==> src/jsu_pkg.sv <==
// ----------------------------------------------------------------------------
// jsu_pkg: shared types and constants for the JSON string unescaper
// Decoder modes, error codes, the command passed from the front decoder to
// the result sequencer, and the queue status group.
// ----------------------------------------------------------------------------
package jsu_pkg;

  localparam int COUNT_WIDTH_DEF = 16;
  localparam int CFG_W           = 16;
  localparam logic [CFG_W-1:0] MAX_OUT_RST = 16'hFFFF;

  // Depth of the command queue between the front and back parts.
  localparam int QDEPTH = 4;
  localparam int QPTR_W = $clog2(QDEPTH);

  typedef enum logic [2:0] {
    MODE_IDLE,
    MODE_TEXT,
    MODE_UTF8,
    MODE_ESC,
    MODE_HEX1,
    MODE_SURR_BS,
    MODE_SURR_U,
    MODE_HEX2
  } mode_t;

  typedef enum logic [2:0] {
    ERR_OK   = 3'd0,
    ERR_UTF8 = 3'd1,
    ERR_CTRL = 3'd2,
    ERR_ESC  = 3'd3,
    ERR_UNI  = 3'd4,
    ERR_FULL = 3'd5,
    ERR_END  = 3'd6
  } err_t;

  // What one input byte asks the decoder to do.
  typedef enum logic [2:0] {
    ACT_NONE,
    ACT_MOVE,
    ACT_BYTE,
    ACT_CP,
    ACT_TERM,
    ACT_FAIL
  } act_t;

  // One item's worth of results: up to four data bytes, then an optional
  // closing result (terminator or error) that carries done.
  typedef struct packed {
    logic [2:0]      nbytes;
    logic [3:0][7:0] bytes;
    logic            tail;
    err_t            tail_err;
  } cmd_t;

  typedef struct packed {
    logic full;
    logic empty;
  } q_stat_t;

endpackage

==> src/json_string_unescape.sv <==
// ----------------------------------------------------------------------------
// json_string_unescape: streaming JSON string body decoder to UTF-8
// Feed the bytes after the opening quote one per item; decoded bytes come
// out one per result, ending in a NUL terminator or an error with done.
// ----------------------------------------------------------------------------
// Input channel: in_valid/in_ready with in_data_byte, in_starts_string and
// in_ends_data. A byte with in_starts_string begins a new string; bytes seen
// while no string is open are dropped without a result.
// Result channel: out_valid/out_ready with out_byte, out_error_code and
// out_done_res. Configuration: cfg_valid/cfg_ready (always ready) writes the
// output capacity cfg_max_out_bytes, counting the terminator.
// Each byte's command passes through the queue to the output register. The
// decoder takes one byte per cycle while the queue has room; the result side
// issues one result per cycle unless the output stalls, so a \u escape that
// encodes to k bytes gives k results, and the four-entry command queue absorbs
// such bursts before in_ready drops. When out_ready is low, the output
// register holds and the queue fills, then the input stalls. Reset empties
// the queue, closes any open string and sets the capacity to 65535.
// ----------------------------------------------------------------------------
module json_string_unescape #(
  parameter int COUNT_WIDTH = jsu_pkg::COUNT_WIDTH_DEF
) (
  input  logic                      clk,
  input  logic                      rst_n,
  input  logic                      cfg_valid,
  output logic                      cfg_ready,
  input  logic [jsu_pkg::CFG_W-1:0] cfg_max_out_bytes,
  input  logic                      in_valid,
  output logic                      in_ready,
  input  logic [7:0]                in_data_byte,
  input  logic                      in_starts_string,
  input  logic                      in_ends_data,
  output logic                      out_valid,
  input  logic                      out_ready,
  output logic [7:0]                out_byte,
  output logic [2:0]                out_error_code,
  output logic                      out_done_res
);

  logic [jsu_pkg::CFG_W-1:0] max_r, max_nxt;
  logic             q_push, q_pop;
  jsu_pkg::cmd_t    q_din, q_dout;
  jsu_pkg::q_stat_t q_stat;

  assign cfg_ready = 1'b1;
  assign max_nxt   = (cfg_valid && cfg_ready) ? cfg_max_out_bytes : max_r;

  always_ff @(posedge clk) begin
    if (!rst_n) begin
      max_r <= jsu_pkg::MAX_OUT_RST;
    end else begin
      max_r <= max_nxt;
    end
  end

  jsu_front #(.COUNT_WIDTH(COUNT_WIDTH)) u_front (
    .clk              (clk),
    .rst_n            (rst_n),
    .max_out_bytes    (max_r),
    .q_full           (q_stat.full),
    .in_valid         (in_valid),
    .in_ready         (in_ready),
    .in_data_byte     (in_data_byte),
    .in_starts_string (in_starts_string),
    .in_ends_data     (in_ends_data),
    .push             (q_push),
    .cmd              (q_din)
  );

  jsu_queue u_queue (
    .clk   (clk),
    .rst_n (rst_n),
    .push  (q_push),
    .din   (q_din),
    .pop   (q_pop),
    .dout  (q_dout),
    .stat  (q_stat)
  );

  jsu_back u_back (
    .clk            (clk),
    .rst_n          (rst_n),
    .head           (q_dout),
    .q_stat         (q_stat),
    .pop            (q_pop),
    .out_valid      (out_valid),
    .out_ready      (out_ready),
    .out_byte       (out_byte),
    .out_error_code (out_error_code),
    .out_done_res   (out_done_res)
  );

  // The decoder never writes a command into a full queue.
  a_no_push_full: assert property (@(posedge clk) disable iff (!rst_n)
    q_push |-> !q_stat.full)
    else $error("command pushed into full queue");

  a_stat_sane: assert property (@(posedge clk) disable iff (!rst_n)
    !(q_stat.full && q_stat.empty))
    else $error("queue reports full and empty");

  // An error result always closes the string and carries a zero byte.
  a_err_done: assert property (@(posedge clk) disable iff (!rst_n)
    (out_valid && out_error_code != jsu_pkg::ERR_OK) |-> (out_done_res && out_byte == 8'h00))
    else $error("error result without done or with data");

  a_done_zero: assert property (@(posedge clk) disable iff (!rst_n)
    (out_valid && out_done_res) |-> (out_byte == 8'h00))
    else $error("closing result carries a nonzero byte");

endmodule

==> src/jsu_front.sv <==
// ----------------------------------------------------------------------------
// jsu_front: byte classifier and decoder state
// Takes one string byte per cycle while the queue has room, tracks escapes,
// hex digits, surrogates, UTF-8 continuation and the output byte count, and
// pushes one command per byte that produces results.
// ----------------------------------------------------------------------------
module jsu_front #(
  parameter int COUNT_WIDTH = jsu_pkg::COUNT_WIDTH_DEF
) (
  input  logic                     clk,
  input  logic                     rst_n,
  input  logic [jsu_pkg::CFG_W-1:0] max_out_bytes,
  input  logic                     q_full,
  input  logic                     in_valid,
  output logic                     in_ready,
  input  logic [7:0]               in_data_byte,
  input  logic                     in_starts_string,
  input  logic                     in_ends_data,
  output logic                     push,
  output jsu_pkg::cmd_t            cmd
);

  function automatic logic [4:0] hex_digit(input logic [7:0] b);
    logic [4:0] r;
    r = 5'd0;
    if (b >= 8'h30 && b <= 8'h39) r = {1'b1, 4'(b - 8'h30)};
    else if (b >= 8'h41 && b <= 8'h46) r = {1'b1, 4'(b - 8'h37)};
    else if (b >= 8'h61 && b <= 8'h66) r = {1'b1, 4'(b - 8'h57)};
    return r;
  endfunction

  function automatic logic [8:0] esc_byte(input logic [7:0] b);
    logic [8:0] r;
    r = 9'd0;
    case (b)
      8'h22:   r = {1'b1, 8'h22};
      8'h5C:   r = {1'b1, 8'h5C};
      8'h2F:   r = {1'b1, 8'h2F};
      8'h62:   r = {1'b1, 8'h08};
      8'h66:   r = {1'b1, 8'h0C};
      8'h6E:   r = {1'b1, 8'h0A};
      8'h72:   r = {1'b1, 8'h0D};
      8'h74:   r = {1'b1, 8'h09};
      default: r = 9'd0;
    endcase
    return r;
  endfunction

  function automatic logic [2:0] lead_len(input logic [7:0] b);
    logic [2:0] r;
    r = 3'd0;
    if (b == 8'hC0 || b == 8'hC1 || b >= 8'hF5) r = 3'd0;
    else if (b[7:5] == 3'b110) r = 3'd2;
    else if (b[7:4] == 4'b1110) r = 3'd3;
    else if (b[7:3] == 5'b11110) r = 3'd4;
    return r;
  endfunction

  function automatic logic [3:0][7:0] utf8_enc(input logic [20:0] cp, input logic [2:0] k);
    logic [3:0][7:0] r;
    r = '0;
    case (k)
      3'd1: r[0] = cp[7:0];
      3'd2: begin
        r[0] = {3'b110, cp[10:6]};
        r[1] = {2'b10, cp[5:0]};
      end
      3'd3: begin
        r[0] = {4'b1110, cp[15:12]};
        r[1] = {2'b10, cp[11:6]};
        r[2] = {2'b10, cp[5:0]};
      end
      default: begin
        r[0] = {5'b11110, cp[20:18]};
        r[1] = {2'b10, cp[17:12]};
        r[2] = {2'b10, cp[11:6]};
        r[3] = {2'b10, cp[5:0]};
      end
    endcase
    return r;
  endfunction

  jsu_pkg::mode_t mode_r, mode_nxt, mode_e, go;
  logic [COUNT_WIDTH-1:0] bw_r, bw_nxt, bw_e, cap;
  logic [15:0] hex_r, hex_nxt, hex_e, hex_go, acc;
  logic [1:0]  cnt_r, cnt_nxt, cnt_e, cnt_go;
  logic [9:0]  hs_r, hs_nxt, hs_e, hs_go;
  logic [1:0]  rem_r, rem_nxt, rem_e, rem_go;

  jsu_pkg::act_t act;
  jsu_pkg::err_t act_err, fail_err;
  logic [7:0]  byte_v;
  logic [20:0] cp;
  logic [2:0]  k, len;
  logic [4:0]  hv;
  logic [8:0]  ev;
  logic        fire, live, room1, roomk, ok, fail_now, writes;

  assign in_ready = !q_full;
  assign fire     = in_valid && in_ready;

  // A start byte sees the cleared decoder.
  always_comb begin
    mode_e = in_starts_string ? jsu_pkg::MODE_TEXT : mode_r;
    bw_e   = in_starts_string ? '0 : bw_r;
    hex_e  = in_starts_string ? '0 : hex_r;
    cnt_e  = in_starts_string ? '0 : cnt_r;
    hs_e   = in_starts_string ? '0 : hs_r;
    rem_e  = in_starts_string ? '0 : rem_r;
  end

  assign live = fire && (mode_e != jsu_pkg::MODE_IDLE);
  assign hv   = hex_digit(in_data_byte);
  assign ev   = esc_byte(in_data_byte);
  assign len  = lead_len(in_data_byte);
  assign acc  = {hex_e[11:0], hv[3:0]};

  always_comb begin
    act    = jsu_pkg::ACT_NONE;
    act_err = jsu_pkg::ERR_OK;
    byte_v = in_data_byte;
    cp     = '0;
    go     = mode_e;
    hex_go = hex_e;
    cnt_go = cnt_e;
    hs_go  = hs_e;
    rem_go = rem_e;
    unique case (mode_e)
      jsu_pkg::MODE_IDLE: act = jsu_pkg::ACT_NONE;
      jsu_pkg::MODE_TEXT: begin
        if (in_data_byte == 8'h22) begin
          act = jsu_pkg::ACT_TERM;
        end else if (in_data_byte == 8'h5C) begin
          act = jsu_pkg::ACT_MOVE;
          go  = jsu_pkg::MODE_ESC;
        end else if (in_data_byte <= 8'h1F) begin
          act     = jsu_pkg::ACT_FAIL;
          act_err = jsu_pkg::ERR_CTRL;
        end else if (!in_data_byte[7]) begin
          act = jsu_pkg::ACT_BYTE;
        end else if (len == 3'd0 || in_ends_data) begin
          act     = jsu_pkg::ACT_FAIL;
          act_err = jsu_pkg::ERR_UTF8;
        end else begin
          act    = jsu_pkg::ACT_BYTE;
          go     = jsu_pkg::MODE_UTF8;
          rem_go = 2'(len - 3'd1);
        end
      end
      jsu_pkg::MODE_UTF8: begin
        if (in_data_byte[7:6] != 2'b10 || (in_ends_data && rem_e > 2'd1)) begin
          act     = jsu_pkg::ACT_FAIL;
          act_err = jsu_pkg::ERR_UTF8;
        end else begin
          act    = jsu_pkg::ACT_BYTE;
          rem_go = rem_e - 2'd1;
          go     = (rem_e == 2'd1) ? jsu_pkg::MODE_TEXT : jsu_pkg::MODE_UTF8;
        end
      end
      jsu_pkg::MODE_ESC: begin
        if (in_data_byte == 8'h75) begin
          act    = jsu_pkg::ACT_MOVE;
          go     = jsu_pkg::MODE_HEX1;
          hex_go = '0;
          cnt_go = '0;
        end else if (ev[8]) begin
          act    = jsu_pkg::ACT_BYTE;
          byte_v = ev[7:0];
          go     = jsu_pkg::MODE_TEXT;
        end else begin
          act     = jsu_pkg::ACT_FAIL;
          act_err = jsu_pkg::ERR_ESC;
        end
      end
      jsu_pkg::MODE_SURR_BS: begin
        if (in_data_byte == 8'h5C) begin
          act = jsu_pkg::ACT_MOVE;
          go  = jsu_pkg::MODE_SURR_U;
        end else begin
          act     = jsu_pkg::ACT_FAIL;
          act_err = jsu_pkg::ERR_UNI;
        end
      end
      jsu_pkg::MODE_SURR_U: begin
        if (in_data_byte == 8'h75) begin
          act    = jsu_pkg::ACT_MOVE;
          go     = jsu_pkg::MODE_HEX2;
          hex_go = '0;
          cnt_go = '0;
        end else begin
          act     = jsu_pkg::ACT_FAIL;
          act_err = jsu_pkg::ERR_UNI;
        end
      end
      jsu_pkg::MODE_HEX1, jsu_pkg::MODE_HEX2: begin
        if (!hv[4]) begin
          act     = jsu_pkg::ACT_FAIL;
          act_err = jsu_pkg::ERR_UNI;
        end else begin
          hex_go = acc;
          if (cnt_e != 2'd3) begin
            act    = jsu_pkg::ACT_MOVE;
            cnt_go = cnt_e + 2'd1;
          end else begin
            cnt_go = '0;
            if (mode_e == jsu_pkg::MODE_HEX1) begin
              if (acc[15:10] == 6'b110110) begin
                act   = jsu_pkg::ACT_MOVE;
                go    = jsu_pkg::MODE_SURR_BS;
                hs_go = acc[9:0];
              end else if (acc[15:10] == 6'b110111) begin
                act     = jsu_pkg::ACT_FAIL;
                act_err = jsu_pkg::ERR_UNI;
              end else begin
                act = jsu_pkg::ACT_CP;
                cp  = {5'd0, acc};
                go  = jsu_pkg::MODE_TEXT;
              end
            end else if (acc[15:10] != 6'b110111) begin
              act     = jsu_pkg::ACT_FAIL;
              act_err = jsu_pkg::ERR_UNI;
            end else begin
              act = jsu_pkg::ACT_CP;
              cp  = 21'h10000 + {1'b0, hs_e, acc[9:0]};
              go  = jsu_pkg::MODE_TEXT;
            end
          end
        end
      end
      default: act = jsu_pkg::ACT_NONE;
    endcase
  end

  always_comb begin
    if (cp < 21'h80) k = 3'd1;
    else if (cp < 21'h800) k = 3'd2;
    else if (cp < 21'h10000) k = 3'd3;
    else k = 3'd4;
  end

  // Usable capacity is the register clipped to what the counter can hold.
  always_comb begin
    if (COUNT_WIDTH >= jsu_pkg::CFG_W) cap = COUNT_WIDTH'(max_out_bytes);
    else if ((max_out_bytes >> COUNT_WIDTH) != '0) cap = '1;
    else cap = COUNT_WIDTH'(max_out_bytes);
  end

  assign room1 = ({1'b0, bw_e} + (COUNT_WIDTH+1)'(1)) <= {1'b0, cap};
  assign roomk = ({1'b0, bw_e} + (COUNT_WIDTH+1)'(k)) <= {1'b0, cap};
  assign writes = (act == jsu_pkg::ACT_BYTE) || (act == jsu_pkg::ACT_TERM) ||
                  (act == jsu_pkg::ACT_CP);
  assign ok = (act == jsu_pkg::ACT_CP) ? roomk : room1;
  assign fail_now = (act == jsu_pkg::ACT_FAIL) || (writes && !ok);
  assign fail_err = (act == jsu_pkg::ACT_FAIL) ? act_err : jsu_pkg::ERR_FULL;

  // Next mode.
  always_comb begin
    mode_nxt = mode_r;
    if (live) begin
      if (fail_now || act == jsu_pkg::ACT_TERM) mode_nxt = jsu_pkg::MODE_IDLE;
      else if (in_ends_data) mode_nxt = jsu_pkg::MODE_IDLE;
      else mode_nxt = go;
    end
  end

  // Command for the back part.
  always_comb begin
    cmd = '0;
    cmd.tail_err = jsu_pkg::ERR_OK;
    if (fail_now) begin
      cmd.tail     = 1'b1;
      cmd.tail_err = fail_err;
    end else if (act == jsu_pkg::ACT_TERM) begin
      cmd.tail = 1'b1;
    end else begin
      if (act == jsu_pkg::ACT_BYTE) begin
        cmd.nbytes   = 3'd1;
        cmd.bytes[0] = byte_v;
      end else if (act == jsu_pkg::ACT_CP) begin
        cmd.nbytes = k;
        cmd.bytes  = utf8_enc(cp, k);
      end
      if (in_ends_data) begin
        cmd.tail     = 1'b1;
        cmd.tail_err = jsu_pkg::ERR_END;
      end
    end
    push = live && (cmd.nbytes != 3'd0 || cmd.tail);
  end

  always_comb begin
    bw_nxt  = bw_r;
    hex_nxt = hex_r;
    cnt_nxt = cnt_r;
    hs_nxt  = hs_r;
    rem_nxt = rem_r;
    if (live) begin
      bw_nxt  = (writes && !fail_now) ?
                bw_e + ((act == jsu_pkg::ACT_CP) ? COUNT_WIDTH'(k) : COUNT_WIDTH'(1)) :
                bw_e;
      hex_nxt = hex_go;
      cnt_nxt = cnt_go;
      hs_nxt  = hs_go;
      rem_nxt = rem_go;
    end
  end

  always_ff @(posedge clk) begin
    if (!rst_n) begin
      mode_r <= jsu_pkg::MODE_IDLE;
      bw_r   <= '0;
      hex_r  <= '0;
      cnt_r  <= '0;
      hs_r   <= '0;
      rem_r  <= '0;
    end else begin
      mode_r <= mode_nxt;
      bw_r   <= bw_nxt;
      hex_r  <= hex_nxt;
      cnt_r  <= cnt_nxt;
      hs_r   <= hs_nxt;
      rem_r  <= rem_nxt;
    end
  end

endmodule

==> src/jsu_queue.sv <==
// ----------------------------------------------------------------------------
// jsu_queue: short command queue
// A small register FIFO that lets the decoder and the result sequencer
// stall independently.
// ----------------------------------------------------------------------------
module jsu_queue (
  input  logic              clk,
  input  logic              rst_n,
  input  logic              push,
  input  jsu_pkg::cmd_t     din,
  input  logic              pop,
  output jsu_pkg::cmd_t     dout,
  output jsu_pkg::q_stat_t  stat
);

  jsu_pkg::cmd_t mem_r [jsu_pkg::QDEPTH];
  logic [jsu_pkg::QPTR_W-1:0] wr_r, wr_nxt, rd_r, rd_nxt;
  logic [jsu_pkg::QPTR_W:0]   cnt_r, cnt_nxt;
  logic do_push, do_pop;

  assign stat.full  = (cnt_r == (jsu_pkg::QPTR_W+1)'(jsu_pkg::QDEPTH));
  assign stat.empty = (cnt_r == '0);
  assign do_push    = push && !stat.full;
  assign do_pop     = pop && !stat.empty;
  assign dout       = mem_r[rd_r];

  always_comb begin
    wr_nxt  = do_push ? wr_r + 1'b1 : wr_r;
    rd_nxt  = do_pop ? rd_r + 1'b1 : rd_r;
    cnt_nxt = cnt_r;
    if (do_push && !do_pop) cnt_nxt = cnt_r + 1'b1;
    else if (do_pop && !do_push) cnt_nxt = cnt_r - 1'b1;
  end

  always_ff @(posedge clk) begin
    if (!rst_n) begin
      wr_r  <= '0;
      rd_r  <= '0;
      cnt_r <= '0;
    end else begin
      wr_r  <= wr_nxt;
      rd_r  <= rd_nxt;
      cnt_r <= cnt_nxt;
    end
  end

  always_ff @(posedge clk) begin
    if (do_push) mem_r[wr_r] <= din;
  end

endmodule

==> src/jsu_back.sv <==
// ----------------------------------------------------------------------------
// jsu_back: result sequencer
// Walks the command at the head of the queue and issues one result per
// cycle into the output register while that register is empty or out_ready is high.
// ----------------------------------------------------------------------------
module jsu_back (
  input  logic             clk,
  input  logic             rst_n,
  input  jsu_pkg::cmd_t    head,
  input  jsu_pkg::q_stat_t q_stat,
  output logic             pop,
  output logic             out_valid,
  input  logic             out_ready,
  output logic [7:0]       out_byte,
  output logic [2:0]       out_error_code,
  output logic             out_done_res
);

  logic [2:0] pos_r, pos_nxt, total;
  logic       valid_r, valid_nxt, load, last;
  logic [7:0] byte_r, byte_nxt;
  jsu_pkg::err_t err_r, err_nxt;
  logic       done_r, done_nxt;

  assign total = head.nbytes + {2'b00, head.tail};
  assign last  = (pos_r == total - 3'd1);
  assign load  = !q_stat.empty && (!valid_r || out_ready);
  assign pop   = load && last;

  always_comb begin
    pos_nxt   = pos_r;
    valid_nxt = valid_r && !out_ready;
    byte_nxt  = byte_r;
    err_nxt   = err_r;
    done_nxt  = done_r;
    if (load) begin
      valid_nxt = 1'b1;
      pos_nxt   = last ? 3'd0 : pos_r + 3'd1;
      // Data bytes first, then the closing result if the command has one.
      if (pos_r < head.nbytes) begin
        byte_nxt = head.bytes[pos_r[1:0]];
        err_nxt  = jsu_pkg::ERR_OK;
        done_nxt = 1'b0;
      end else begin
        byte_nxt = 8'h00;
        err_nxt  = head.tail_err;
        done_nxt = 1'b1;
      end
    end
  end

  always_ff @(posedge clk) begin
    if (!rst_n) begin
      pos_r   <= '0;
      valid_r <= 1'b0;
    end else begin
      pos_r   <= pos_nxt;
      valid_r <= valid_nxt;
    end
  end

  always_ff @(posedge clk) begin
    byte_r <= byte_nxt;
    err_r  <= err_nxt;
    done_r <= done_nxt;
  end

  assign out_valid      = valid_r;
  assign out_byte       = byte_r;
  assign out_error_code = err_r;
  assign out_done_res   = done_r;

endmodule

==> config.mk <==
export PLATFORM = sky130hd
export DESIGN_NAME = json_string_unescape
export DESIGN_NICKNAME = d
export VERILOG_FILES = /design/src/jsu_pkg.sv /design/src/json_string_unescape.sv /design/src/jsu_front.sv /design/src/jsu_queue.sv /design/src/jsu_back.sv
export SDC_FILE = /design/constraint.sdc
export NUM_CORES = 1
export LEC_CHECK = 0
export ABC_AREA = 1
export BUFFER_PORTS_ARGS = -buffer_cell sky130_fd_sc_hd__clkbuf_2
export CORE_MARGIN = 2
export CORE_UTILIZATION = 63
export DETAILED_ROUTE_END_ITERATION = 10
export PLACE_DENSITY_LB_ADDON = 0.25
export SYNTH_ARGS = -nofsm -noshare
export SYNTH_HDL_FRONTEND = slang
export SYNTH_HIERARCHICAL = 1
export SYNTH_SLANG_ARGS = --single-unit
==> constraint.sdc <==
create_clock -name clk -period 10.3 [get_ports clk]
set_input_delay 1.03 -clock clk [delete_from_list [all_inputs] [get_ports clk]]
set_output_delay 1.03 -clock clk [all_outputs]
set_load 0.05 [all_outputs]
---- After elaboration in Yosys (flattened, before gate mapping) ----
Memory sizes are Yosys's and may differ from the RTL's. A register that Yosys moved wholly into a read port is not among the register bits.
Cells that the tools add are included.
Widths: inputs -> output; s select.
word-level totals
  flip-flop bits (word level) ............. 88
  memory bits (writable) .................. 156
  input port bits ......................... 31
  output and inout bits ................... 15
  word-level logic and storage cells ...... 258
  memories kept ........................... 1
cells by class
  $add $sub $neg .......................... 17
  magnitude comparators ................... 16
  eq/ne operators ......................... 36
  muxes and demuxes ....................... 129
  reductions and logical operators ........ 44
memory list
  memory         depth  bits a word  read ports  clocked after Yosys merged registers in  wr ports  RTL line         text
  u_queue.mem_r  4      39           1           1                                        1         jsu_queue.sv:16  jsu_pkg::cmd_t mem_r [jsu_pkg::QDEPTH];
operator list
  cell                    number
  $mux 3                  61
  $mux 21                 6
  $mux 35                 3
  $mux 16                 6
  $pmux 9 s8              1
  $mux 10                 6
  $eq 8x7->1 const B      7
  $mux 8                  6
  $pmux 8 s3              2
  $pmux 3 s6              2
  $le 17x16->1            2
  $pmux 16 s2             1
  $mux 2                  15
  $eq 3x3->1 const B      8
  $mux 24                 1
  $add 17x20->21 const A  1
  $lt 21x12->1 const B    1
  $lt 21x17->1 const B    1
  $lt 21x8->1 const B     1
  $pmux 3 s7              1
  $eq 3x2->1 const B      6
  $add 16x1->17 const B   1
  $add 16x3->17           1
  $add 16x16->16          1
  40 further kinds        101

---- Depth between registers and ports, before layout ----
Gate-level depths: netlist of run 1.
  depth after elaboration ................. 30
  mapped depth ............................ 49
  depth with buffers taken out ............ 49

---- Modules after synthesis ----
Netlist of run 1, hierarchy kept.
by module, submodules not included
  module                instances  cells each  area each (µm²)  sequential area each (µm²)
  jsu_front             1          1105        6612.6           900.9
  jsu_queue             1          448         6274.8           4864.7
  jsu_back              1          139         1084.8           440.4
  json_string_unescape  1          72          679.4            320.3

---- Worst setup path before layout of run 1 ----
OpenSTA, ideal clock, no wires.
  path kind ............................... input-to-reg
  start ................................... input in_starts_string
  end ..................................... memory u_queue/mem_r[0][0] (netlist name) (enable)
  library setup time ...................... 0.435 ns
  arrival time ............................ 7.212 ns
  data required time ...................... 9.865 ns
  path slack .............................. 2.653 ns
  stages .................................. 37
  path buffers ............................ 4
  path through ............................ buf_6 -> buf_6 -> clkbuf_1 -> nor2_1 -> ha_1 -> nand2_4 -> nor2_8 -> nand2_2 -> buf_6 -> nor2_2 -> nor2_2 -> nand3b_4 -> a21oi_2 -> ha_1 -> fa_1 -> nand2_1 -> nand2_1 -> nand2_1 -> nor2_1 -> nand2_1 -> xor2_1 -> ha_1 -> a21oi_1 -> nor2_1 -> a211oi_1 -> nor2_1 -> nor2_2 -> nand3_1 -> nand3_1 -> nand2_2 -> nor2_8 -> nand3_1 -> nand2_1 -> nor2_1 -> nor2_1 -> nand2_1 -> nor2_1
between the ends
  cells in the longest elaborated chain, start to end .. 25
  elaborated cells on any way between the ends .. 72
  those cells by class .................... add/sub (3); order compare (6); eq/ne (15); mux (33); reduce/logical (15)
ends and longest elaborated chain
  element                                                  RTL line                    text
  start: declaration                                       json_string_unescape.sv:31  input logic in_starts_string,
  branches (longest 21 deep; another with $add 17x20->21)  n/a
  $logic_and 1x1->1 (*)                                    jsu_front.sv:288            push = live && (cmd.nbytes != 3'd0 || cmd.tail);
  named net q_push                                         json_string_unescape.sv:41  logic q_push, q_pop;
  $logic_and 1x1->1 (*)                                    jsu_queue.sv:23             assign do_push = push && !stat.full;
  $mux 1 (*)                                               jsu_queue.sv:48             if (do_push) mem_r[wr_r] <= din;
  $mux 1 (not written as such) (*)                         jsu_queue.sv:48
  end: declaration                                         jsu_queue.sv:16
Mark *: on every way through the listed nets, which the timed path passes.

---- Worst setup path after layout of run 1 ----
  start ................................... input in_starts_string
  end ..................................... memory u_queue/mem_r[2][15] (netlist name) (enable)
The elaborated chain is that of the path after synthesis.

==> impl_summary.md, run 1 <==
Logic synthesis
The count of different cell masters after synthesis is between 60 and 70. By area the synthesized netlist is led by edfxtp_1, dfxtp_1, nor2_1. After technology mapping, the gate count stands at approximately 1800.

For this run, the number of Yosys warnings is 6. In this run the mean area of a mapped cell was roughly 8.3 sq um. Sorting the synthesized cells by how often they occur yields nor2_1, nand2_1, inv_1. For this run, asynchronously set or reset flops after synthesis account for 0%. The primary flip-flop cell chosen by synthesis mapping is edfxtp_1. Sequential cells were found to cover about 45% of the synthesized design area. The cell area after synthesis is approximately 15000 sq um.

The most common cell in the synthesized netlist is nor2_1. The largest area contributor in the synthesized netlist is edfxtp_1. Summed over its instances, the top area cell type makes up roughly 34% of the synthesized netlist area. Yosys mapped a number of flops with a built-in enable equal to 168.

The synthesized design contains approximately 240 register bits.

Global route
Global routing finished with a remaining overflow of 0. The via count of the first global-routing pass is 11600. Entering global routing, the biggest net connects 79 pins. For this run, the total global-route usage over all layers was measured as a little under a third. The global-route wire length before repair is between 60000 and 70000 microns. The initial antenna violation count is 0.

Placement
After detailed placement, the total cell area comes to approximately 15000 sq um. OpenSTA, run right after detailed placement, puts the worst setup slack at 1.77 ns. Detailed placement finished with a half-perimeter wire length of 27500 microns. The final estimated routing congestion in global placement is between 0.9 and 1. The number of buffers added on ports is 44.

STA
The worst path setup slack after routing is 2.19 ns. Setup violations remaining at the end of the flow were counted as 0. The final period demand of the worst path is 8.11 ns. For this run, the top clock speed supported by timing is 123 MHz. Setup repair after global routing left no endpoint under its margin. For the final database, setup skew stands at between 0.015 and 0.02 ns. The pin slew with the least headroom to its limit is around 1.1 ns.

The number of pins with negative max-slew slack in the final report came to 0. The number of hold violations in the final report is 0. The setup TNS is 0 ns. The worst slew margin relative to its limit is 25.3%. The worst path uses between 70% and 80% of the clock period.

CTS
The clock passes through at most 3 buffers. The number of buffers inserted for hold repair after clock tree synthesis is 0. The clock latency reported for the late side of the worst-skew pair is 0.54 ns.

Buffers added to address setup during post-CTS repair amount to 0. In this run the number of H-tree levels came out at 1. The clock sink count is 242.

Once the clock tree was built, the resizer swapped 0 gates to a different size. After clock tree synthesis, the clock-pin slew on the worst setup and hold paths is ~0.060 ns. The root buffer cell chosen for the clock tree is clkbuf_16. The number of clock buffers inserted by TritonCTS is 25. The clock tree from TritonCTS is yes.

Job
Max-cap violations in this run came to 0.

Floorplanning
The die height is 157 microns. The width of the chip is 157 microns. The placeable core region is ~23000 sq um. The die covers between 20000 and 25000 sq um. During I/O placement, the number of pins put on the boundary was 46. The number of cell rows is 55. For this configuration, the core starts out at a cell density of 64.5%.

Worst setup path
The count of buffer and inverter cells on the critical path is 4. The largest incremental delay on the critical path is roughly 0.92 ns. The most frequent cell on the critical path is nor2_1.

STA classifies the critical path endpoint as a register. The critical setup path kind is input port to register. The kind of cell adding the most delay to the critical path is simple AND/OR/NAND/NOR gates. The required time of the worst setup path is ~11 ns. The biggest fanout along the worst timing path is 33. STA classifies the critical path startpoint as an input port. The largest individual stage delay along the critical path comes from the cell nor2_4. At the worst endpoint, the arrival time is around 8.4 ns.

Final layout
After the last flow step, the layout net total stands at roughly 1900. The layout overhead on the synthesized area is 6.76%. The final standard cell area without fillers is 15600 sq um. 0 antenna diodes ended up in the layout.

Cells with a size suffix above 1 make up 13.0% of the layout.

Pwr
The internal power of the cells totals around 1700 uW. The share of total power dissipated in combinational logic is between 10% and 20%. The clock share of power is 34.6%. Of the total power, the share spent switching nets is a little under a third. Dividing total power by cell area gives a power density of between 150 and 200 nW/um^2. The overall power is ~2500 uW. The proportion of power drawn by flip-flops and latches is 46.3%. The static leakage power is approximately 0.0065 uW. The worst-case IR drop observed on VDD is 0.146 mV.

The net switching power figure is ~780 uW.

Detailed routing
The total via count in the routed design is around 12000. The total wirelength of the detailed-routed design is around 38000 microns. For this run, design rule violations remaining after detail routing come to 0. Before antenna repair, the detailed router went through 5 iterations. The first routing iteration left roughly 1100 violations.

In this run the remaining antenna-violating nets after routing total 0. The average detailed-routed wire length per instance is roughly 18 microns. The via-per-instance ratio is between 5 and 6.

Worst hold path
The min-delay analysis places its worst path in the category register to register.

Outcome
The run finished with clean final reports.
final cells by class:
cell class,count,area [sq um]
Fill cell,1890,7070
Clock inverter,11,125
Clock buffer,33,656
Sequential cell,242,6530
Timing Repair Buffer,53,288
Inverter,241,932
Tap cell,285,357
Multi-Input combinational cell,1217,6760
cells in the final DEF (no fill, tap or decap), types with 3 or more instances in the layout:
cell type and instances:
a211oi_1 17, a21boi_1 4, a21oi_1 81, a221oi_1 4, a31oi_1 5, buf_4 9, clkbuf_1 8, clkbuf_16 25
clkbuf_2 44, clkinv_1 3, clkinv_2 4, conb_1 4, dfxtp_1 73, edfxtp_1 168, fa_1 3, ha_1 58
inv_1 209, inv_2 25, inv_6 3, nand2_1 249, nand2_2 34, nand2_4 9, nand3_1 81, nand3_2 15
nand3_4 4, nand4_1 26, nor2_1 259, nor2_2 28, nor2_4 12, nor3_1 29, nor4_1 7, o2111ai_1 3
o211ai_1 6, o21ai_0 157, o21ai_1 15, o221ai_1 5, o22ai_1 42, xnor2_1 6, xor2_1 32
state kept, by name, indices dropped and copies added (netlist names), 3 cells and up, named ones only:
| signal | cells |
|---|---|
| u_front/hex_r | 12 |
| u_back/out_byte | 8 |
| u_queue/mem_r | 156 |
| u_front/mode_r | 3 |
| u_back/out_error_code | 3 |
| u_front/bw_r | 16 |
| u_front/hs_r | 10 |
| max_r | 16 |
| u_queue/cnt_r | 3 |
| u_back/pos_r | 3 |
metrics by stage:
step	hold slack, ns	cells	util, %
final	0.465	2082	68.9
after floorplan	0.429	1766	-
after global routing	0.489	2082	68.9
after detailed placement	0.450	2038	65.4
after global placement	0.442	2038	65.4
after CTS	0.462	2082	68.9
power by group through the flow:
stage / sequential [uW] / combinational, uW / clock [uW]
final: 1170 / 483 / 873
after global routing: 1170 / 529 / 921
after CTS: 1170 / 480 / 884
after detailed placement: 1190 / 475 / 0
after global placement: 1180 / 463 / 0
after floorplan: 1240 / 303 / 0
layer usage:
layer	GRT usage [%]	wire length (microns)
met5	0	0
met4	7.99	981
met3	3.90	2590
met2	53.6	18300
met1	43.2	16500
worst paths after layout:
check                        start                   end  slack, ns  cells past startpoint
setup / recovery  in_starts_string  u_queue/mem_r[2][15]       2.19                     35
hold / removal     u_front/hs_r[4]       u_front/hs_r[4]       0.46                      2
setup reg to reg   u_front/hs_r[6]  u_queue/mem_r[2][15]       2.96                     35
hold reg to reg    u_front/hs_r[4]       u_front/hs_r[4]       0.46                      2
tightest hold or removal path: cells and delay by family, from the launching register on:
kind	cells	cell delay (ns)
buffers and inverters	1	0.06
AO/OA/AOI/OAI	1	0.06
flip-flops	1	0.29
cell families after synthesis:
group | after synthesis | synth area share (%)
adder cells (fa/ha/maj) | 61 | 5.36
XOR/XNOR | 38 | 2.27
other | 2 | 0.0513
buffers and inverters | 307 | 9.59
flip-flops | 242 | 44.5
AND/OR/NAND/NOR | 764 | 24.7
AO/OA/AOI/OAI | 350 | 13.5
Note: power is estimated with default switching activity, not from simulation.
==> run 2: changes to the inputs <==
CORE_UTILIZATION = 57   (was 63)
clock period = 6.8 ns   (was 10.3 ns; I/O delays follow)
==> run 2 against run 1 <==
- worst hold slack got worse by 0.099 ns
- register-to-register slack got worse by 2.1 ns
- global-route usage decreased by 1.9 points
- flip-flop and latch count unchanged
- sequential share of layout area decreased by 0.95 points
- sequential power increased by 51%
- core utilization decreased by 5.3 points
- clock-buffer cell count increased by 1
- via count increased by 2.0%
- wire length increased by 3.0%
- clock power increased by 49%
- critical path depth increased by 11
- largest cell class unchanged
- highest routed layer unchanged
==> impl_summary.md, run 2 (same netlist as run 1, synthesis figures left out) <==
Worst setup path
The capturing element type of the critical path is a register (unchanged). The most frequent cell on the critical path is nand2_1 (was nor2_1). The endpoint arrival time on the critical path is 6.56 ns (was 8.36 ns).

The required time of the worst setup path came to 7.21 ns (was 10.54 ns). The biggest fanout along the worst timing path is 8 (was 33). The kind of launch point of the worst setup path is an input port (unchanged).

The worst-path cell with the longest stage delay is fa_1 (was nor2_4). The register-to-register setup slack is 0.87 ns (was 2.96 ns). The largest incremental delay on the critical path is 0.40 ns (was 0.92 ns).

The critical setup path kind is input port to register (unchanged).

CTS
The clock root buffer is clkbuf_16 (unchanged). The number of clock buffers inserted by TritonCTS is 25 (unchanged). The clock transition time at the flip-flop clock pins of the worst setup and hold paths is 0.06 ns (about the same). The clock tree from TritonCTS is yes (unchanged). The maximum level of the CTS H-tree is 1 (unchanged). The clock latency reported for the late side of the worst-skew pair came to 0.53 ns (was 0.54 ns). The buffer levels on the longest clock path is 3 (unchanged). The buffer count from post-CTS setup fixing is 0 (unchanged). The clock sink count is 242 (unchanged).

Final layout
Largest registers: u_queue/mem_r: 156 flops, max_r: 16 flops, u_front/bw_r: 16 flops (unchanged). The layout overhead on the synthesized area came to 9.26% (was 6.76%). The top register by number of flip-flops is u_queue/mem_r (unchanged).

The layout net count is 1907 (was 1872). The fraction of layout cells with a size suffix above 1 is 14.9% (was 13.0%). The leading cell type in the layout, fill and taps excluded is nor2_1 (unchanged). The number of flip-flops in the largest register is 156 (unchanged).

The number of diodes is 0 (unchanged). Leading cell types in the layout, fill and taps excluded: nor2_1, nand2_1, inv_1 (unchanged). The final standard cell area without fillers was 16000 sq um (was 15600 sq um).

Floorplanning
The area of the die is 27000 sq um (was 24500 sq um). The die height is 164 microns (was 157 microns). The initial core utilization came to 58.2% (was 64.5%). The placeable core region came to 25200 sq um (was 22700 sq um). The number of cell rows was 58 (was 55). The count of boundary I/O pins is 46 (unchanged).

The width of the chip was 164 microns (was 157 microns).

Pwr
The combinational group share of total power is 19.5% (was 19.1%). The static leakage power is 0.00665 uW (was 0.00648 uW). The clock share of power came to 34.2% (was 34.6%). The internal power component was 2630 uW (was 1740 uW). The switching share of power is 31.0% (was 30.8%). The proportion of power drawn by flip-flops and latches is 46.4% (was 46.3%).

The net switching power figure is 1180 uW (was 777 uW). The total power per unit cell area is 238 nW/um^2 (was 161 nW/um^2). The worst voltage drop across the vdd grid was 0.223 mV (was 0.146 mV).

Global route
The total grt overflow is 0 (unchanged). The maximum number of pins on one net before global-route repair came to 46 (was 79). The total track usage is 29.7% (was 31.6%). The initial antenna violation count came to 0 (unchanged). The global-route wire length before repair is 62800 microns (was 60900 microns).

The via count of the first global-routing pass was 11800 (was 11600).

Placement
The number of buffers added on ports is 44 (unchanged). The total half-perimeter wirelength after legalization and detailed placement came to 28900 microns (was 27500 microns). The post-place instance area is 15200 sq um (was 14900 sq um). The final estimated routing congestion in global placement is 1.00 (was 0.951).

STA
The upper clock frequency limit is 163 MHz. Setup repair after global routing missed its margin: no (unchanged). The pin slew with the least headroom to its limit was 1.04 ns (was 1.12 ns). The worst slew margin relative to its limit is 30.7% (was 25.3%). The worst hold slack is 0.366 ns (was 0.465 ns). The fraction of the cycle the final worst path needs is about nine tenths.

The setup TNS is 0 ns (unchanged). The count of endpoints failing setup in the final report was 0 (unchanged). The clock skew after layout is 0.0237 ns (was 0.0200 ns). The worst path needs 6.15 ns of the cycle, external delays included. The number of pins with negative max-slew slack in the final report is 0 (unchanged). The number of hold violations in the final report is 0 (unchanged).

Detailed routing
The total wirelength of the detailed-routed design is 39500 microns (was 38400 microns). The first-iteration detailed-routing DRC count is 1348 (was 1111). The final routed DRC violation total is 0 (unchanged).

The total iterations of the first detailed-routing run is 6 (was 5). The total via count in the routed design is 12500 (was 12200). The via-per-instance ratio was 5.77 (was 5.87). The number of nets with antenna violations after routing is 0 (unchanged). The average detailed-routed wire length per instance is 18.3 microns (was 18.4 microns).

Worst hold path
The type of the most critical hold path is input port to register (was register to register).

Outcome
Outcome: complete, no violations (unchanged).

Job
The total of max-cap violations came to 0 (unchanged).
[run 2: through the flow]
stage	power, uW	setup slack (ns)	util, %	instances
final	3810	0.651	63.6	2163
after global routing	3970	0.00592	63.6	2163
after CTS	3820	0.637	63.5	2163
after detailed placement	2530	0.130	60.5	2118
after global placement	2510	0.303	60.5	2118
after floorplan	2330	-0.497	-	1766
[run 2: power by group through the flow]
| stage | Sequential [uW] | Combinational, uW | Clock [uW] |
|---|---|---|---|
| final | 1770 | 743 | 1300 |
| after global placement | 1790 | 714 | 0 |
| after detailed placement | 1800 | 730 | 0 |
| after global routing | 1780 | 810 | 1380 |
| after floorplan | 1870 | 460 | 0 |
| after CTS | 1770 | 734 | 1320 |
[run 2: path summary, 6_finish.rpt]
path                                      startpoint               end  cells after the start
worst max-delay path                 in_data_byte[1]  u_queue/cnt_r[2]                     46
worst min-delay path            cfg_max_out_bytes[1]          max_r[1]                      3
worst max register to register      u_front/cnt_r[0]  u_queue/cnt_r[2]                     42
worst min register to register              max_r[3]          max_r[3]                      2
[run 2: final cells by class]
| cell class | instances | area (sq um) |
|---|---|---|
| well taps | 330 | 413 |
| inverters | 241 | 932 |
| clock inverters | 11 | 92.6 |
| multi-input cells | 1217 | 6760 |
| repair buffers | 88 | 601 |
| flip-flops and latches | 242 | 6530 |
| clock buffers | 34 | 679 |
| fillers | 2186 | 9170 |
[run 2: critical path: cells and delay by family]
family                     cells  cell delay (ns)
AOI/OAI and AO/OA              4             0.61
buffers and inverters          6             0.51
and+or+nand+nor               29             2.90
adders and majority gates      6             1.67
xor gates and xnor gates       1             0.15
[run 2: timing repair]
| item | 4_1_cts | 5_1_grt |
|---|---|---|
| gates resized for setup | 0 | 2 |
| setup endpoints to repair | 0 | 1 |
| endpoints found under the hold margin | 0 | 0 |
| hold buffers | 0 | 0 |
[run 2: routing by layer]
| metal | global-route usage, % | vias to the layer above | wire length [microns] | part of all wire (%) |
|---|---|---|---|---|
| met3 | 4.14 | 58 | 3120 | 7.9 |
| li1 | - | 6040 | - | - |
| met5 | 0 | - | 0 | 0 |
| met2 | 47.0 | 497 | 17800 | 45 |
| met1 | 43.2 | 5875 | 17800 | 45 |
| met4 | 6.98 | 0 | 806 | 2.0 |
